**src/sv/iac_pkg.sv**
```systemverilog
`timescale 1ns / 1ps
// ----------------------------------------------------------------------------
// iac_pkg
// Shared types, codes and helpers for the integer to ASCII converter.
// ----------------------------------------------------------------------------
package iac_pkg;

  localparam int DEFAULT_VALUE_WIDTH = 32;
  localparam int ACTION_WIDTH        = 2;
  localparam int CHAR_WIDTH          = 7;
  localparam int QUEUE_DEPTH         = 2;

  // Action codes. Bit one selects hexadecimal, so code three is hexadecimal too.
  localparam logic [ACTION_WIDTH-1:0] ACT_SIGNED_DEC   = 2'd0;
  localparam logic [ACTION_WIDTH-1:0] ACT_UNSIGNED_DEC = 2'd1;
  localparam logic [ACTION_WIDTH-1:0] ACT_HEX          = 2'd2;
  localparam int                      ACT_HEX_BIT      = 1;

  localparam logic [CHAR_WIDTH-1:0] ASCII_ZERO  = 7'h30;
  localparam logic [CHAR_WIDTH-1:0] ASCII_UPPER_A = 7'h41;
  localparam logic [CHAR_WIDTH-1:0] ASCII_MINUS = 7'h2D;
  localparam logic [3:0]            DIGIT_TEN   = 4'd10;

  // Classification of one request, decided by the front end.
  typedef struct packed {
    logic neg;
    logic hex;
  } iac_class_t;

  // Number of decimal digits of the largest unsigned value of the given width.
  function automatic int dec_digits(input int width);
    return ((width * 1233) >> 12) + 1;
  endfunction

  function automatic logic [CHAR_WIDTH-1:0] digit_to_ascii(input logic [3:0] d);
    logic [CHAR_WIDTH-1:0] code;
    if (d < DIGIT_TEN) begin
      code = ASCII_ZERO + {3'b000, d};
    end else begin
      code = ASCII_UPPER_A + {3'b000, d - DIGIT_TEN};
    end
    return code;
  endfunction

endpackage

```
**src/sv/integer_to_ascii_converter.sv**
```systemverilog
`timescale 1ns / 1ps
// ----------------------------------------------------------------------------
// integer_to_ascii_converter
// Turns a binary word into its ASCII text in signed decimal, unsigned decimal
// or uppercase hexadecimal, one character per strobe.
// ----------------------------------------------------------------------------
// A request is taken at a rising edge where start is high and busy is low.
// Each character then appears on char_code for exactly one cycle with strobe
// high, most significant first, and last marks the final character of the
// text. The receiver cannot stall the block, so it must take every character
// in the cycle it is shown. Zero gives a single '0', no leading zeros are
// produced, and a negative signed value starts with '-'; the most negative
// value prints as the magnitude 2^(VALUE_WIDTH-1). Action code three is
// treated as hexadecimal.
//
// A front end classifies each request and puts it in a two-entry queue, so
// start is accepted while a previous number is still being printed; busy
// rises only when that queue is full. The back end handles one number at a
// time. A decimal number goes through the bit-serial shift-and-add-three loop
// and then the digit-per-cycle emit, which scans D digit slots, where D is the
// decimal digit count of the widest value (10 at 32 bits); a minus sign is
// emitted before the digits. A hexadecimal number goes straight to the
// emitter, which scans the same D digit slots and skips leading zeros one per
// cycle.
// There is no state to clear after reset beyond the control registers.
// ----------------------------------------------------------------------------
module integer_to_ascii_converter import iac_pkg::*; #(
  parameter int VALUE_WIDTH = DEFAULT_VALUE_WIDTH
) (
  input  logic                    clk,
  input  logic                    rst,
  input  logic                    start,
  output logic                    busy,
  input  logic [ACTION_WIDTH-1:0] action,
  input  logic [VALUE_WIDTH-1:0]  value,
  output logic                    strobe,
  output logic [CHAR_WIDTH-1:0]   char_code,
  output logic                    last
);

  logic                   push;
  iac_class_t             push_class;
  logic [VALUE_WIDTH-1:0] push_mag;
  logic                   full;
  logic                   empty;
  logic                   pop;
  iac_class_t             head_class;
  logic [VALUE_WIDTH-1:0] head_mag;

  // Front end: accepts a request, works out sign and radix, takes the magnitude.
  iac_front #(
    .VALUE_WIDTH(VALUE_WIDTH)
  ) u_front (
    .start     (start),
    .action    (action),
    .value     (value),
    .full      (full),
    .busy      (busy),
    .push      (push),
    .push_class(push_class),
    .push_mag  (push_mag)
  );

  // Queue that lets the front end keep taking requests while text is printed.
  iac_queue #(
    .VALUE_WIDTH(VALUE_WIDTH)
  ) u_queue (
    .clk       (clk),
    .rst       (rst),
    .push      (push),
    .push_class(push_class),
    .push_mag  (push_mag),
    .pop       (pop),
    .full      (full),
    .empty     (empty),
    .head_class(head_class),
    .head_mag  (head_mag)
  );

  // Back end: binary to BCD conversion for decimal, then the character emitter.
  iac_back #(
    .VALUE_WIDTH(VALUE_WIDTH)
  ) u_back (
    .clk       (clk),
    .rst       (rst),
    .empty     (empty),
    .head_class(head_class),
    .head_mag  (head_mag),
    .pop       (pop),
    .strobe    (strobe),
    .char_code (char_code),
    .last      (last)
  );

endmodule

```
**src/sv/iac_front.sv**
```systemverilog
`timescale 1ns / 1ps
// ----------------------------------------------------------------------------
// iac_front
// Accepts requests, decides sign and radix and pushes the magnitude to the queue.
// ----------------------------------------------------------------------------
module iac_front import iac_pkg::*; #(
  parameter int VALUE_WIDTH = DEFAULT_VALUE_WIDTH
) (
  input  logic                    start,
  input  logic [ACTION_WIDTH-1:0] action,
  input  logic [VALUE_WIDTH-1:0]  value,
  input  logic                    full,
  output logic                    busy,
  output logic                    push,
  output iac_class_t              push_class,
  output logic [VALUE_WIDTH-1:0]  push_mag
);

  always_comb begin
    busy           = full;
    push           = start && !full;
    push_class.hex = action[ACT_HEX_BIT];
    push_class.neg = (action == ACT_SIGNED_DEC) && value[VALUE_WIDTH-1];
    // Wrapped negation: the most negative value keeps its own bit pattern.
    push_mag       = push_class.neg ? (~value + VALUE_WIDTH'(1)) : value;
  end

endmodule

```
**src/sv/iac_queue.sv**
```systemverilog
`timescale 1ns / 1ps
// ----------------------------------------------------------------------------
// iac_queue
// Short FIFO of classified requests between the front end and the back end.
// ----------------------------------------------------------------------------
module iac_queue import iac_pkg::*; #(
  parameter int VALUE_WIDTH = DEFAULT_VALUE_WIDTH
) (
  input  logic                   clk,
  input  logic                   rst,
  input  logic                   push,
  input  iac_class_t             push_class,
  input  logic [VALUE_WIDTH-1:0] push_mag,
  input  logic                   pop,
  output logic                   full,
  output logic                   empty,
  output iac_class_t             head_class,
  output logic [VALUE_WIDTH-1:0] head_mag
);

  localparam int PTR_W = (QUEUE_DEPTH > 1) ? $clog2(QUEUE_DEPTH) : 1;
  localparam int CNT_W = $clog2(QUEUE_DEPTH + 1);

  iac_class_t             class_q [QUEUE_DEPTH];
  logic [VALUE_WIDTH-1:0] mag_q   [QUEUE_DEPTH];
  logic [PTR_W-1:0]       wr_ptr;
  logic [PTR_W-1:0]       rd_ptr;
  logic [CNT_W-1:0]       count;

  function automatic logic [PTR_W-1:0] ptr_inc(input logic [PTR_W-1:0] p);
    return (p == PTR_W'(QUEUE_DEPTH - 1)) ? '0 : p + PTR_W'(1);
  endfunction

  assign full       = (count == CNT_W'(QUEUE_DEPTH));
  assign empty      = (count == '0);
  assign head_class = class_q[rd_ptr];
  assign head_mag   = mag_q[rd_ptr];

  always_ff @(posedge clk) begin
    if (push) begin
      class_q[wr_ptr] <= push_class;
      mag_q[wr_ptr]   <= push_mag;
    end
  end

  always_ff @(posedge clk) begin
    if (rst) begin
      wr_ptr <= '0;
      rd_ptr <= '0;
      count  <= '0;
    end else begin
      if (push) begin
        wr_ptr <= ptr_inc(wr_ptr);
      end
      if (pop) begin
        rd_ptr <= ptr_inc(rd_ptr);
      end
      if (push && !pop) begin
        count <= count + CNT_W'(1);
      end else if (pop && !push) begin
        count <= count - CNT_W'(1);
      end
    end
  end

endmodule

```
**src/sv/iac_back.sv**
```systemverilog
`timescale 1ns / 1ps
// ----------------------------------------------------------------------------
// iac_back
// Converts one queued magnitude to digits and emits the characters.
// ----------------------------------------------------------------------------
module iac_back import iac_pkg::*; #(
  parameter int VALUE_WIDTH = DEFAULT_VALUE_WIDTH
) (
  input  logic                   clk,
  input  logic                   rst,
  input  logic                   empty,
  input  iac_class_t             head_class,
  input  logic [VALUE_WIDTH-1:0] head_mag,
  output logic                   pop,
  output logic                   strobe,
  output logic [CHAR_WIDTH-1:0]  char_code,
  output logic                   last
);

  localparam int NDIG  = dec_digits(VALUE_WIDTH);
  localparam int DW    = 4 * NDIG;
  localparam int CNT_W = $clog2(VALUE_WIDTH + 1);
  localparam int REM_W = $clog2(NDIG + 1);

  typedef enum logic [2:0] {
    ST_IDLE   = 3'b001,
    ST_DABBLE = 3'b010,
    ST_EMIT   = 3'b100
  } state_t;

  state_t                 state;
  logic [VALUE_WIDTH-1:0] bits;
  logic [DW-1:0]          digits;
  logic [DW-1:0]          digits_adj;
  logic [CNT_W-1:0]       cnt;
  logic [REM_W-1:0]       remaining;
  logic                   sign_pending;
  logic                   lead_done;
  logic [3:0]             top;
  logic                   show;

  assign pop  = (state == ST_IDLE) && !empty;
  assign top  = digits[DW-1 -: 4];
  assign show = (top != 4'd0) || lead_done || (remaining == REM_W'(1));

  // Add three to every BCD digit of five or more before the shift.
  always_comb begin
    for (int i = 0; i < NDIG; i++) begin
      digits_adj[4*i +: 4] = (digits[4*i +: 4] >= 4'd5) ? digits[4*i +: 4] + 4'd3
                                                        : digits[4*i +: 4];
    end
  end

  always_ff @(posedge clk) begin
    if (rst) begin
      state  <= ST_IDLE;
      strobe <= 1'b0;
    end else begin
      strobe <= 1'b0;
      unique case (state)
        ST_IDLE: begin
          if (!empty) begin
            sign_pending <= head_class.neg;
            lead_done    <= 1'b0;
            if (head_class.hex) begin
              digits    <= {{(DW - VALUE_WIDTH){1'b0}}, head_mag};
              remaining <= REM_W'(NDIG);
              state     <= ST_EMIT;
            end else begin
              bits   <= head_mag;
              digits <= '0;
              cnt    <= CNT_W'(VALUE_WIDTH);
              state  <= ST_DABBLE;
            end
          end
        end
        ST_DABBLE: begin
          digits <= {digits_adj[DW-2:0], bits[VALUE_WIDTH-1]};
          bits   <= bits << 1;
          cnt    <= cnt - CNT_W'(1);
          if (cnt == CNT_W'(1)) begin
            remaining <= REM_W'(NDIG);
            state     <= ST_EMIT;
          end
        end
        ST_EMIT: begin
          if (sign_pending) begin
            strobe       <= 1'b1;
            char_code    <= ASCII_MINUS;
            last         <= 1'b0;
            sign_pending <= 1'b0;
          end else begin
            if (show) begin
              strobe    <= 1'b1;
              char_code <= digit_to_ascii(top);
              last      <= (remaining == REM_W'(1));
              lead_done <= 1'b1;
            end
            digits    <= digits << 4;
            remaining <= remaining - REM_W'(1);
            if (remaining == REM_W'(1)) begin
              state <= ST_IDLE;
            end
          end
        end
        default: begin
          state <= ST_IDLE;
        end
      endcase
    end
  end

endmodule

```
**config.mk**
```make
export PLATFORM = sky130hd
export DESIGN_NAME = integer_to_ascii_converter
export DESIGN_NICKNAME = d
export VERILOG_FILES = /design/src/sv/iac_pkg.sv /design/src/sv/integer_to_ascii_converter.sv /design/src/sv/iac_front.sv /design/src/sv/iac_queue.sv /design/src/sv/iac_back.sv
export SDC_FILE = /design/constraint.sdc
export NUM_CORES = 1
export LEC_CHECK = 0
export BUFFER_PORTS_ARGS = -buffer_cell sky130_fd_sc_hd__buf_2
export CORE_ASPECT_RATIO = 0.8
export CORE_UTILIZATION = 33
export DETAILED_ROUTE_END_ITERATION = 8
export GPL_ROUTABILITY_DRIVEN = 0
export PLACE_DENSITY = 0.5
export SYNTH_ARGS = -nofsm -noshare
export SYNTH_HDL_FRONTEND = slang
export SYNTH_HIERARCHICAL = 1
export SYNTH_SLANG_ARGS = --single-unit
export TNS_END_PERCENT = 5
```
**constraint.sdc**
```tcl
create_clock -name clk -period 4.4 [get_ports clk]
set_input_delay 0.22 -clock clk [delete_from_list [all_inputs] [get_ports clk]]
set_output_delay 0.22 -clock clk [all_outputs]
set_load 0.02 [all_outputs]
```
==> results of run 1 <==
## worst max-delay path, cell delays in order, from the launching register on
cell	delay (ns)
dfxtp_1	0.91
nand2_1	0.10
buf_4	0.22
inv_2	0.37
nand2_1	0.20
a31oi_4	0.82
buf_4	0.38
## worst max path at each step
stage / start / to / slack, ns / cells past startpoint
2_1_floorplan: u_back/state[1] / u_back/remaining[0] / 0.50 / 6
6_report: u_back/state[2] / u_back/digits[16] / 1.05 / 6
3_3_place_gp: u_back/state[2] / u_back/digits[20] / 1.07 / 6
5_1_grt: u_back/state[2] / u_back/digits[16] / 0.83 / 6
4_1_cts: u_back/state[2] / u_back/digits[18] / 1.03 / 6
3_5_place_dp: u_back/state[2] / u_back/digits[19] / 1.07 / 6
## metal layers
layer | up-vias | share of wire (%) | track usage [%]
met1 | 2754 | 53 | 21.60
li1 | 2858 | - | -
met2 | 115 | 41 | 20.24
met4 | 0 | 0.88 | 3.967
met3 | 14 | 4.3 | 3.501
met5 | - | 0 | 0
## registers in the layout, indices dropped and copies added, names as in the netlist, named ones only
register / flops
u_queue/rd_ptr: 1
u_back/digits: 40
u_queue/class_q: 4
u_back/remaining: 4
u_back/lead_done: 1
u_back/last: 1
u_back/cnt: 6
u_queue/mag_q: 64
u_back/char_code: 7
u_queue/wr_ptr: 1
u_queue/count: 2
u_back/strobe: 1
u_back/state: 3
u_back/bits: 32
u_back/sign_pending: 1
## cells in the mapped netlist, types with 2 or more instances
| master | number | area (µm²) |
|---|---|---|
| edfxtp_1 | 160 | 4805 |
| a22o_1 | 16 | 140.1 |
| mux2_2 | 41 | 461.7 |
| buf_6 | 2 | 22.52 |
| o21ai_0 | 42 | 210.2 |
| a21oi_1 | 39 | 195.2 |
| nand2_1 | 130 | 488.0 |
| or4b_1 | 2 | 20.02 |
| buf_4 | 6 | 45.04 |
| and3_1 | 3 | 18.77 |
| buf_1 | 2 | 7.510 |
| clkbuf_1 | 16 | 60.06 |
| buf_2 | 14 | 70.07 |
| a31oi_1 | 8 | 50.05 |
| nor2b_1 | 5 | 31.28 |
| or3_1 | 4 | 25.02 |
| xor2_1 | 19 | 166.4 |
| a221o_1 | 8 | 80.08 |
| inv_1 | 34 | 127.6 |
| and2_1 | 4 | 25.02 |
| o22ai_1 | 5 | 31.28 |
| a211oi_1 | 3 | 22.52 |
| ha_1 | 29 | 362.9 |
| nor3b_1 | 10 | 75.07 |
| o31ai_1 | 4 | 30.03 |
| o41ai_2 | 2 | 32.53 |
| dfxtp_1 | 9 | 180.2 |
| nor3_1 | 8 | 40.04 |
| o21a_1 | 3 | 22.52 |
| nand3_1 | 7 | 35.03 |
| nor2_1 | 40 | 150.1 |
| nor4b_1 | 2 | 17.52 |
| nand2b_1 | 11 | 68.82 |
| or4_1 | 2 | 15.01 |
| nor4_1 | 3 | 18.77 |
| xnor2_1 | 36 | 315.3 |
| or3b_1 | 2 | 17.52 |
| o32ai_1 | 2 | 17.52 |
| a22oi_1 | 21 | 157.7 |
## final cells by class
type                            instances  share of cell area, %
Clock buffer                           18                  4.293
Sequential cell                       169                  49.87
Inverter                               35                  1.314
Timing Repair Buffer                   54                  2.904
Clock inverter                         14                  1.752
Multi-Input combinational cell        527                  35.40
Tap cell                              357                  4.469
## through the flow
| step | cells | total power, µW |
|---|---|---|
| after floorplan | 771 | 3670 |
| after global placement | 1142 | 4140 |
| after detailed placement | 1142 | 4137 |
| after CTS | 1174 | 5656 |
| after global routing | 1174 | 5927 |
| final | 1174 | 5593 |
## power by group through the flow
stage               clock network [µW]  logic (µW)  registers, µW
floorplan                            0        1290           2380
global placement                     0        1690           2450
detailed placement                   0        1680           2460
CTS                               1540        1690           2420
global route                      1600        1870           2460
finish                            1500        1680           2420
## cell families after synthesis
| kind of cell | Yosys count | synth area share (%) |
|---|---|---|
| XOR/XNOR | 55 | 5.459 |
| multiplexers | 42 | 5.345 |
| adder cells (fa/ha/maj) | 29 | 4.112 |
| AO/OA/AOI/OAI | 159 | 11.84 |
| buffers and inverters | 75 | 3.814 |
| flip-flops | 169 | 56.49 |
| AND/OR/NAND/NOR | 242 | 12.94 |
==> impl_metrics.csv, run 1 <==
group,metric,value,unit
outcome,status,"completed",
setup_path,crit_type,"reg -> reg",
clocking,cts-root-buf,"clkbuf_16",
clocking,cts_resized,0,
clocking,cts_tree,"built",
placed_design,pre_cts_ws,1.066,ns
pwr,comb_power_share,30.0,%
die,io_pins,47,
pwr,powerDensity,559.6,mW/mm²
cells_and_area,synthToLayoutAreaGrowth,13.27,%
cells_and_area,nNetsFinal,870,
pwr,clkPwrFrac,26.8,%
pwr,p_sw,1926,µW
setup_path,startpoint_type,"flop",
detailed_routing,route.detailed.drc,0,
cells_and_area,fill_cells,2596,
clocking,htreeDepth,4,
timing,setup-tns-final,0,ns
cells_and_area,multi_input_area,0.003538,mm²
global_route,grt_pass1_wl,29860,µm
pwr,power_leakage,0.003641,µW
die,fp.dieH,148.3,µm
timing,hold_ws,0.04852,ns
detailed_routing,drtAntennaViolNets,0,
setup_path,reg2regPathDepth,6,
die,die_x,184.8,µm
cells_and_area,n_antenna_cell,0,
timing,setup_viol,0,
detailed_routing,vias_per_cell,4.890,
setup_path,required,4.52,ns
cells_and_area,mostFrequentLayoutCells,"edfxtp_1 (160), nand2_1 (130), buf_2 (46), o21ai_0 (42), mux2_2 (41)",
setup_path,endpoint_kind,"flop",
logic_synthesis,syn-num-nets,837,
setup_path,reg2reg_from,"u_back/state[2]",
logic_synthesis,synthCells,771,
timing,maxSlewHeadroom,24.09,%
die,start_util,33.60,%
job,maxCapViolations,0,
timing,hold_violations,0,
pwr,p_int,3667,µW
placed_design,place_area,0.009392,mm²
cells_and_area,fin_area,0.009996,mm²
clocking,cts_setup_buffers,0,
die,core_area,0.02626,mm²
detailed_routing,wirelength,18820,µm
logic_synthesis,yosysSeqAreaShare,56.49,%
cells_and_area,ff_latch_area,0.004985,mm²
min_path,hold_depth,1,
detailed_routing,drt_iter0_markers,351,
global_route,grt_max_degree,78,
cells_and_area,layout_commonest_cell,"edfxtp_1",
die,dieArea,0.02740,mm²
pwr,peakVddDrop,0.2814,mV
timing,post-route-min-period,3.353,ns
timing,rsz0062_at_grt,"no",
timing,fin_ws,1.047,ns
logic_synthesis,ys_seq_elements,169,
die,std_cell_rows,53,
timing,max_freq,298.2,MHz
logic_synthesis,ys.flop_type,"edfxtp_1",
setup_path,cp.arrival,3.47,ns
logic_synthesis,synth_warnings,6,
detailed_routing,routed-via-count,5741,
setup_path,rrSetupSlack,1.05,ns
setup_path,worst_r2r_endpoint,"u_back/digits[16]",
detailed_routing,wire_per_inst,16.03,µm
logic_synthesis,synth_edf_count,160,
clocking,insertion_delay,0.43,ns
placed_design,io_buffer_count,46,
timing,fin_worst_skew,0.01276,ns
logic_synthesis,async_reset_ff_share,0,%
pwr,p_seq_share,43.3,%
setup_path,path_max_fanout,27,
global_route,antenna_found_initial,0,
timing,slew_viol_final,0,
global_route,grtUsageTotal,14.35,%
pwr,sw_frac_of_total,34.44,%
min_path,min_from,"action[1]",
clocking,cts_sinks,169,
timing,worst_pin_slew,1.132,ns
clocking,path_clk_slew,0.07,ns
clocking,cts_buffers,17,
logic_synthesis,synth_area,0.008825,mm²
global_route,grt_pass1_vias,5338,
logic_synthesis,syn_avg_cell_area,11.45,µm²
global_route,overflow,0,
timing,fin_crit_sh,76.20,%
clocking,hold_buffers,0,
cells_and_area,fin_util,38.06,%
logic_synthesis,ys_types,56,
cells_and_area,drive_gt1_share,17.26,%
min_path,min_to,"u_queue/class_q[1][0]",
placed_design,dp_hpwl,12750,µm
clocking,clock_path_buffers,2,
min_path,hold_path.class,"in -> reg",
detailed_routing,first_pass_iters,5,
Note: power is estimated with default switching activity, not from simulation.
==> run 2, diff against run 1 <==
==> constraint.sdc (replaced) <==
create_clock -name clk -period 3.1 [get_ports clk]
set_input_delay 0.155 -clock clk [delete_from_list [all_inputs] [get_ports clk]]
set_output_delay 0.155 -clock clk [all_outputs]
set_load 0.02 [all_outputs]
==> run 2 against run 1 <==
Net effect:
- flip-flop and latch count unchanged
- largest cell class unchanged
- critical path type unchanged
- utilization up 0.34 points
- clock power up 41%
- critical endpoint is now u_queue/count[1]
- largest power group unchanged
- design area up 0.89%
- via count down 0.21%
- worst setup slack worse by 0.10 ns
- hold slack better by 0.018 ns
- die area unchanged
- non-clock buffer count up 7
==> impl_metrics.csv, run 2 (synthesis gave the netlist of run 1 again) <==
group,metric,value,unit
outcome,status,"completed",
clocking,htreeDepth,4,
setup_path,required,3.47,ns
die,die_x,184.8,µm
global_route,grt_max_degree,47,
cells_and_area,drive_gt1_share,17.72,%
placed_design,io_buffer_count,46,
placed_design,pre_cts_ws,0.9392,ns
die,start_util,33.60,%
pwr,sw_frac_of_total,34.45,%
timing,fin_worst_skew,0.01190,ns
pwr,p_seq_share,42.7,%
setup_path,path_max_fanout,6,
timing,maxSlewHeadroom,56.35,%
setup_path,critPathLaunch,"u_queue/count[0]",
pwr,p_sw,2750,µW
clocking,insertion_delay,0.44,ns
cells_and_area,layout_commonest_cell,"edfxtp_1",
detailed_routing,routed-via-count,5729,
setup_path,endpoint_kind,"flop",
global_route,grt_pass1_wl,30170,µm
cells_and_area,final_cells,1181,
setup_path,rrSetupSlack,0.94,ns
setup_path,worst_r2r_endpoint,"u_queue/count[1]",
timing,slew_viol_final,0,
clocking,cts-root-buf,"clkbuf_16",
setup_path,cp_slowest_cell,"or4b_1",
setup_path,crit_buf_inv,2,
setup_path,timing.critical_path.to,"u_queue/count[1]",
detailed_routing,vias_per_cell,4.851,
pwr,clkPwrFrac,26.6,%
pwr,comb_power_share,30.7,%
pwr,powerDensity,791.5,mW/mm²
clocking,clock_path_buffers,2,
setup_path,startpoint_type,"flop",
cells_and_area,fin_util,38.40,%
cells_and_area,largest_registers,"u_queue/mag_q: 64 flops, u_back/digits: 40 flops, u_back/bits: 32 flops",
clocking,cts_resized,0,
global_route,antenna_found_initial,0,
timing,setup_viol,0,
die,std_cell_rows,53,
detailed_routing,drtAntennaViolNets,0,
timing,max_freq,463.5,MHz
placed_design,dp_cells,1147,
setup_path,crit_family,"simple AND/OR/NAND/NOR gates",
die,dieArea,0.02740,mm²
clocking,cts_sinks,169,
job,maxCapViolations,0,
min_path,hold_path.class,"in -> reg",
setup_path,reg2regPathDepth,7,
clocking,path_clk_slew,0.08,ns
timing,fin_ws,0.9424,ns
detailed_routing,first_pass_iters,4,
setup_path,cp.depth,7,
cells_and_area,regMostFlops,"u_queue/mag_q",
detailed_routing,drt_iter0_markers,364,
timing,worst_pin_slew,0.6548,ns
detailed_routing,wirelength,19090,µm
clocking,cts_tree,"built",
detailed_routing,route.detailed.drc,0,
detailed_routing,wire_per_inst,16.17,µm
timing,rsz0062_at_grt,"no",
cells_and_area,mostFrequentLayoutCells,"edfxtp_1 (160), nand2_1 (130), buf_2 (46), o21ai_0 (42), mux2_2 (41)",
setup_path,cp.arrival,2.53,ns
global_route,grt_pass1_vias,5419,
placed_design,dp_hpwl,12870,µm
clocking,cts_setup_buffers,0,
global_route,overflow,0,
timing,post-route-min-period,2.158,ns
cells_and_area,n_antenna_cell,0,
pwr,power_leakage,0.003682,µW
timing,fin_crit_sh,69.60,%
cells_and_area,nNetsFinal,877,
setup_path,crit_chain,"nor2_1 > or4b_1 > inv_1 > inv_1 > ha_1 > or3_1 > a21oi_1",
setup_path,crit_path_max_incr_delay,0.62,ns
setup_path,worst_path_most_repeated_cell,"inv_1",
timing,hold_violations,0,
pwr,p_int,5233,µW
global_route,grtUsageTotal,14.53,%
setup_path,crit_type,"reg -> reg",
clocking,cts_buffers,17,
cells_and_area,synthToLayoutAreaGrowth,14.28,%
setup_path,reg2reg_from,"u_queue/count[0]",
die,fp.dieH,148.3,µm
die,core_area,0.02626,mm²
cells_and_area,largest_register_ff_count,64,
pwr,power.total,7983,µW
die,io_pins,47,
pwr,peakVddDrop,0.4339,mV
-- run 2: final cells by class --
| cell class | count | area [µm²] |
|---|---|---|
| multi-input cells | 527 | 3538 |
| inverters | 35 | 131.4 |
| clock inverters | 15 | 172.7 |
| fillers | 2622 | 16180 |
| flip-flops and latches | 169 | 4985 |
| clock buffers | 17 | 425.4 |
| well taps | 357 | 446.7 |
| repair buffers | 61 | 385.4 |
-- run 2: worst min-delay path by stage --
stage / startpoint / endpoint / slack, ns / cells past startpoint
floorplan: rst / u_queue/count[1] / 0.22 / 1
CTS: value[25] / u_queue/mag_q[0][25] / 0.05 / 2
global placement: value[0] / u_queue/mag_q[0][0] / 0.40 / 1
finish: value[28] / u_queue/mag_q[1][28] / 0.07 / 2
global route: value[28] / u_queue/mag_q[0][28] / 0.07 / 2
detailed placement: value[0] / u_queue/mag_q[0][0] / 0.41 / 1
-- run 2: power by group through the flow --
stage	Clock, µW	Combinational (µW)	Sequential [µW]
6_report	2120	2450	3410
3_5_place_dp	0	2460	3460
5_1_grt	2270	2740	3460
3_3_place_gp	0	2460	3460
2_1_floorplan	0	1830	3380
4_1_cts	2190	2480	3410
-- run 2: repair_timing --
item | 4_1_cts | 5_1_grt
endpoints found under the setup margin | 0 | 0
hold buffers | 2 | 0
endpoints found under the hold margin | 4 | 0
-- run 2: stage by stage --
| step | instance area [µm²] | hold WS, ns | TNS [ns] |
|---|---|---|---|
| 2_1_floorplan | 8831 | 0.2241 | -7.758 |
| 3_3_place_gp | 9467 | 0.4028 | 0 |
| 3_5_place_dp | 9467 | 0.4127 | 0 |
| 4_1_cts | 10080 | 0.04786 | 0 |
| 5_1_grt | 10080 | 0.06821 | 0 |
| 6_report | 10080 | 0.06691 | 0 |
-- run 2: per-layer routing --
layer  vias to the layer above  GRT usage (%)  part of all wire [%]
met2                       110          20.51                    41
met4                         0          4.008                  0.76
li1                       2881              -                     -
met3                         9          2.767                   3.5
met1                      2729          22.36                    55
met5                         -              0                     0
==> run 3, diff against run 2 <==
--- a/config.mk
+++ b/config.mk
@@ -10,7 +10,7 @@
 export CORE_UTILIZATION = 33
 export DETAILED_ROUTE_END_ITERATION = 8
 export GPL_ROUTABILITY_DRIVEN = 0
-export PLACE_DENSITY = 0.5
+export PLACE_DENSITY = 0.52
 export SYNTH_ARGS = -nofsm -noshare
 export SYNTH_HDL_FRONTEND = slang
 export SYNTH_HIERARCHICAL = 1
==> constraint.sdc (replaced) <==
create_clock -name clk -period 1.9 [get_ports clk]
set_input_delay 0.095 -clock clk [delete_from_list [all_inputs] [get_ports clk]]
set_output_delay 0.095 -clock clk [all_outputs]
set_load 0.02 [all_outputs]
==> run 3 against run 2 <==
Net effect:
- die area stayed put
- highest routed layer unchanged
- global-route usage grew 0.27 points
- design area up 5.0%
- routed wire length increased by 1.0%
- clock-buffer cell count is 1 higher
- register-to-register slack worse by 0.91 ns
- first-iteration DRC count is 16% higher
- fmax up 16%
- clock power increased by 60%
- largest power group unchanged
==> impl_metrics.csv, run 3 (synthesis gave the netlist of run 1 again) <==
group,metric,value,unit
outcome,status,"completed",
cells_and_area,fill_cells,2564,
die,core_area,0.02626,mm²
setup_path,startpoint_type,"flop",
placed_design,pre_cts_ws,-0.2607,ns
detailed_routing,drt_iter0_markers,421,
cells_and_area,fin_area,0.01059,mm²
timing,post-route-min-period,1.866,ns
detailed_routing,wirelength,19290,µm
global_route,antenna_found_initial,0,
min_path,min_from,"value[25]",
timing,fin_worst_skew,0.01126,ns
job,maxCapViolations,0,
placed_design,io_buffer_count,46,
placed_design,place_area,0.009889,mm²
cells_and_area,largest_register_ff_count,64,
clocking,cts_tree,"built",
clocking,cts_sinks,169,
cells_and_area,synthToLayoutAreaGrowth,20.01,%
clocking,clock_path_buffers,2,
cells_and_area,n_antenna_cell,0,
detailed_routing,vias_per_cell,4.856,
timing,setup-tns-final,0,ns
die,start_util,33.60,%
die,fp.dieH,148.3,µm
detailed_routing,first_pass_iters,5,
pwr,powerDensity,1274,mW/mm²
placed_design,dp_hpwl,13560,µm
detailed_routing,wire_per_inst,15.65,µm
cells_and_area,layout_commonest_cell,"edfxtp_1",
timing,maxSlewHeadroom,56.86,%
setup_path,required,2.02,ns
global_route,grtUsageTotal,14.80,%
timing,hold_violations,0,
global_route,grt_max_degree,35,
setup_path,reg2reg_from,"u_back/state[1]",
min_path,hold_path.class,"in -> reg",
cells_and_area,nNetsFinal,929,
placed_design,dp_cells,1196,
detailed_routing,routed-via-count,5987,
pwr,peakVddDrop,0.6150,mV
setup_path,endpoint_kind,"flop",
timing,fin_crit_sh,98.22,%
cells_and_area,mostFrequentLayoutCells,"edfxtp_1 (160), nand2_1 (130), buf_4 (53), buf_2 (46), o21ai_0 (41)",
cells_and_area,drive_gt1_share,24.20,%
setup_path,path_max_fanout,28,
detailed_routing,route.detailed.drc,0,
pwr,power_leakage,0.003948,µW
timing,worst_pin_slew,0.6459,ns
setup_path,cp.arrival,1.98,ns
timing,fin_ws,0.03378,ns
timing,max_freq,535.8,MHz
die,die_x,184.8,µm
cells_and_area,final_cells,1233,
timing,setup_viol,0,
cells_and_area,regMostFlops,"u_queue/mag_q",
global_route,grt_pass1_vias,5651,
timing,rsz0062_at_grt,"yes",
cells_and_area,largest_registers,"u_queue/mag_q: 64 flops, u_back/digits: 40 flops, u_back/bits: 32 flops",
clocking,insertion_delay,0.43,ns
die,io_pins,47,
global_route,grt_pass1_wl,31100,µm
die,dieArea,0.02740,mm²
global_route,overflow,0,
timing,slew_viol_final,0,
detailed_routing,drtAntennaViolNets,0,
clocking,cts_buffers,17,
die,std_cell_rows,53,
setup_path,crit_type,"reg -> reg",
clocking,htreeDepth,4,
clocking,path_clk_slew,0.07,ns
setup_path,rrSetupSlack,0.03,ns
setup_path,critPathLaunch,"u_back/state[1]",
clocking,cts-root-buf,"clkbuf_16",
==> run 3: per-stage QoR <==
step,utilization (%),power (µW),hold slack [ns]
floorplan,-,8521,0.1600
detailed placement,37.66,10090,0.3454
finish,40.33,13490,0.02534
global placement,37.66,10050,0.3430
CTS,40.13,13540,0.006186
global route,40.33,14330,0.002149
==> run 3: worst max-delay path, cell delays in order (launching register included) <==
cell,delay (ns)
dfxtp_2,0.34
or4b_4,0.56
buf_4,0.18
a31oi_4,0.23
buf_12,0.24
==> run 3: area by class of cell <==
type,instances,area (µm²),area share (%)
Clock buffer,18,429.2,4.052
Clock inverter,14,158.9,1.500
Inverter,35,131.4,1.241
Multi-Input combinational cell,527,3590,33.90
Sequential cell,169,4994,47.15
Tap cell,357,446.7,4.218
Timing Repair Buffer,113,840.8,7.939
==> run 3: worst paths after layout <==
kind / to / cells past startpoint
worst max-delay path: u_back/digits[11] / 4
worst max register to register: u_back/digits[11] / 4
worst min register to register: u_back/bits[31] / 2
worst min-delay path: u_queue/mag_q[0][25] / 2
==> run 3: timing repair <==
item / in CTS / in global routing
gates cloned: 0 / 0
buffers inserted: 0 / 0
pin swaps: 0 / 4
hold endpoints to repair: 10 / 0
setup endpoints to repair: 16 / 57
hold buffers: 5 / 0
gates resized for setup: 4 / 16
==> run 3: layer usage <==
layer	global-route usage (%)	part of all wire, %	up-vias
li1	-	-	2978
met1	22.14	54	2886
met2	21.20	42	119
met3	3.844	4.1	4
met4	3.388	0.54	0
met5	0	0	-
==> run 3: where the power goes <==
part / leakage [µW] / switching [µW] / internal (µW)
Sequential: 0.00155 / 390 / 5130
Clock: 0.000273 / 1640 / 1750
Combinational: 0.00212 / 2510 / 2070
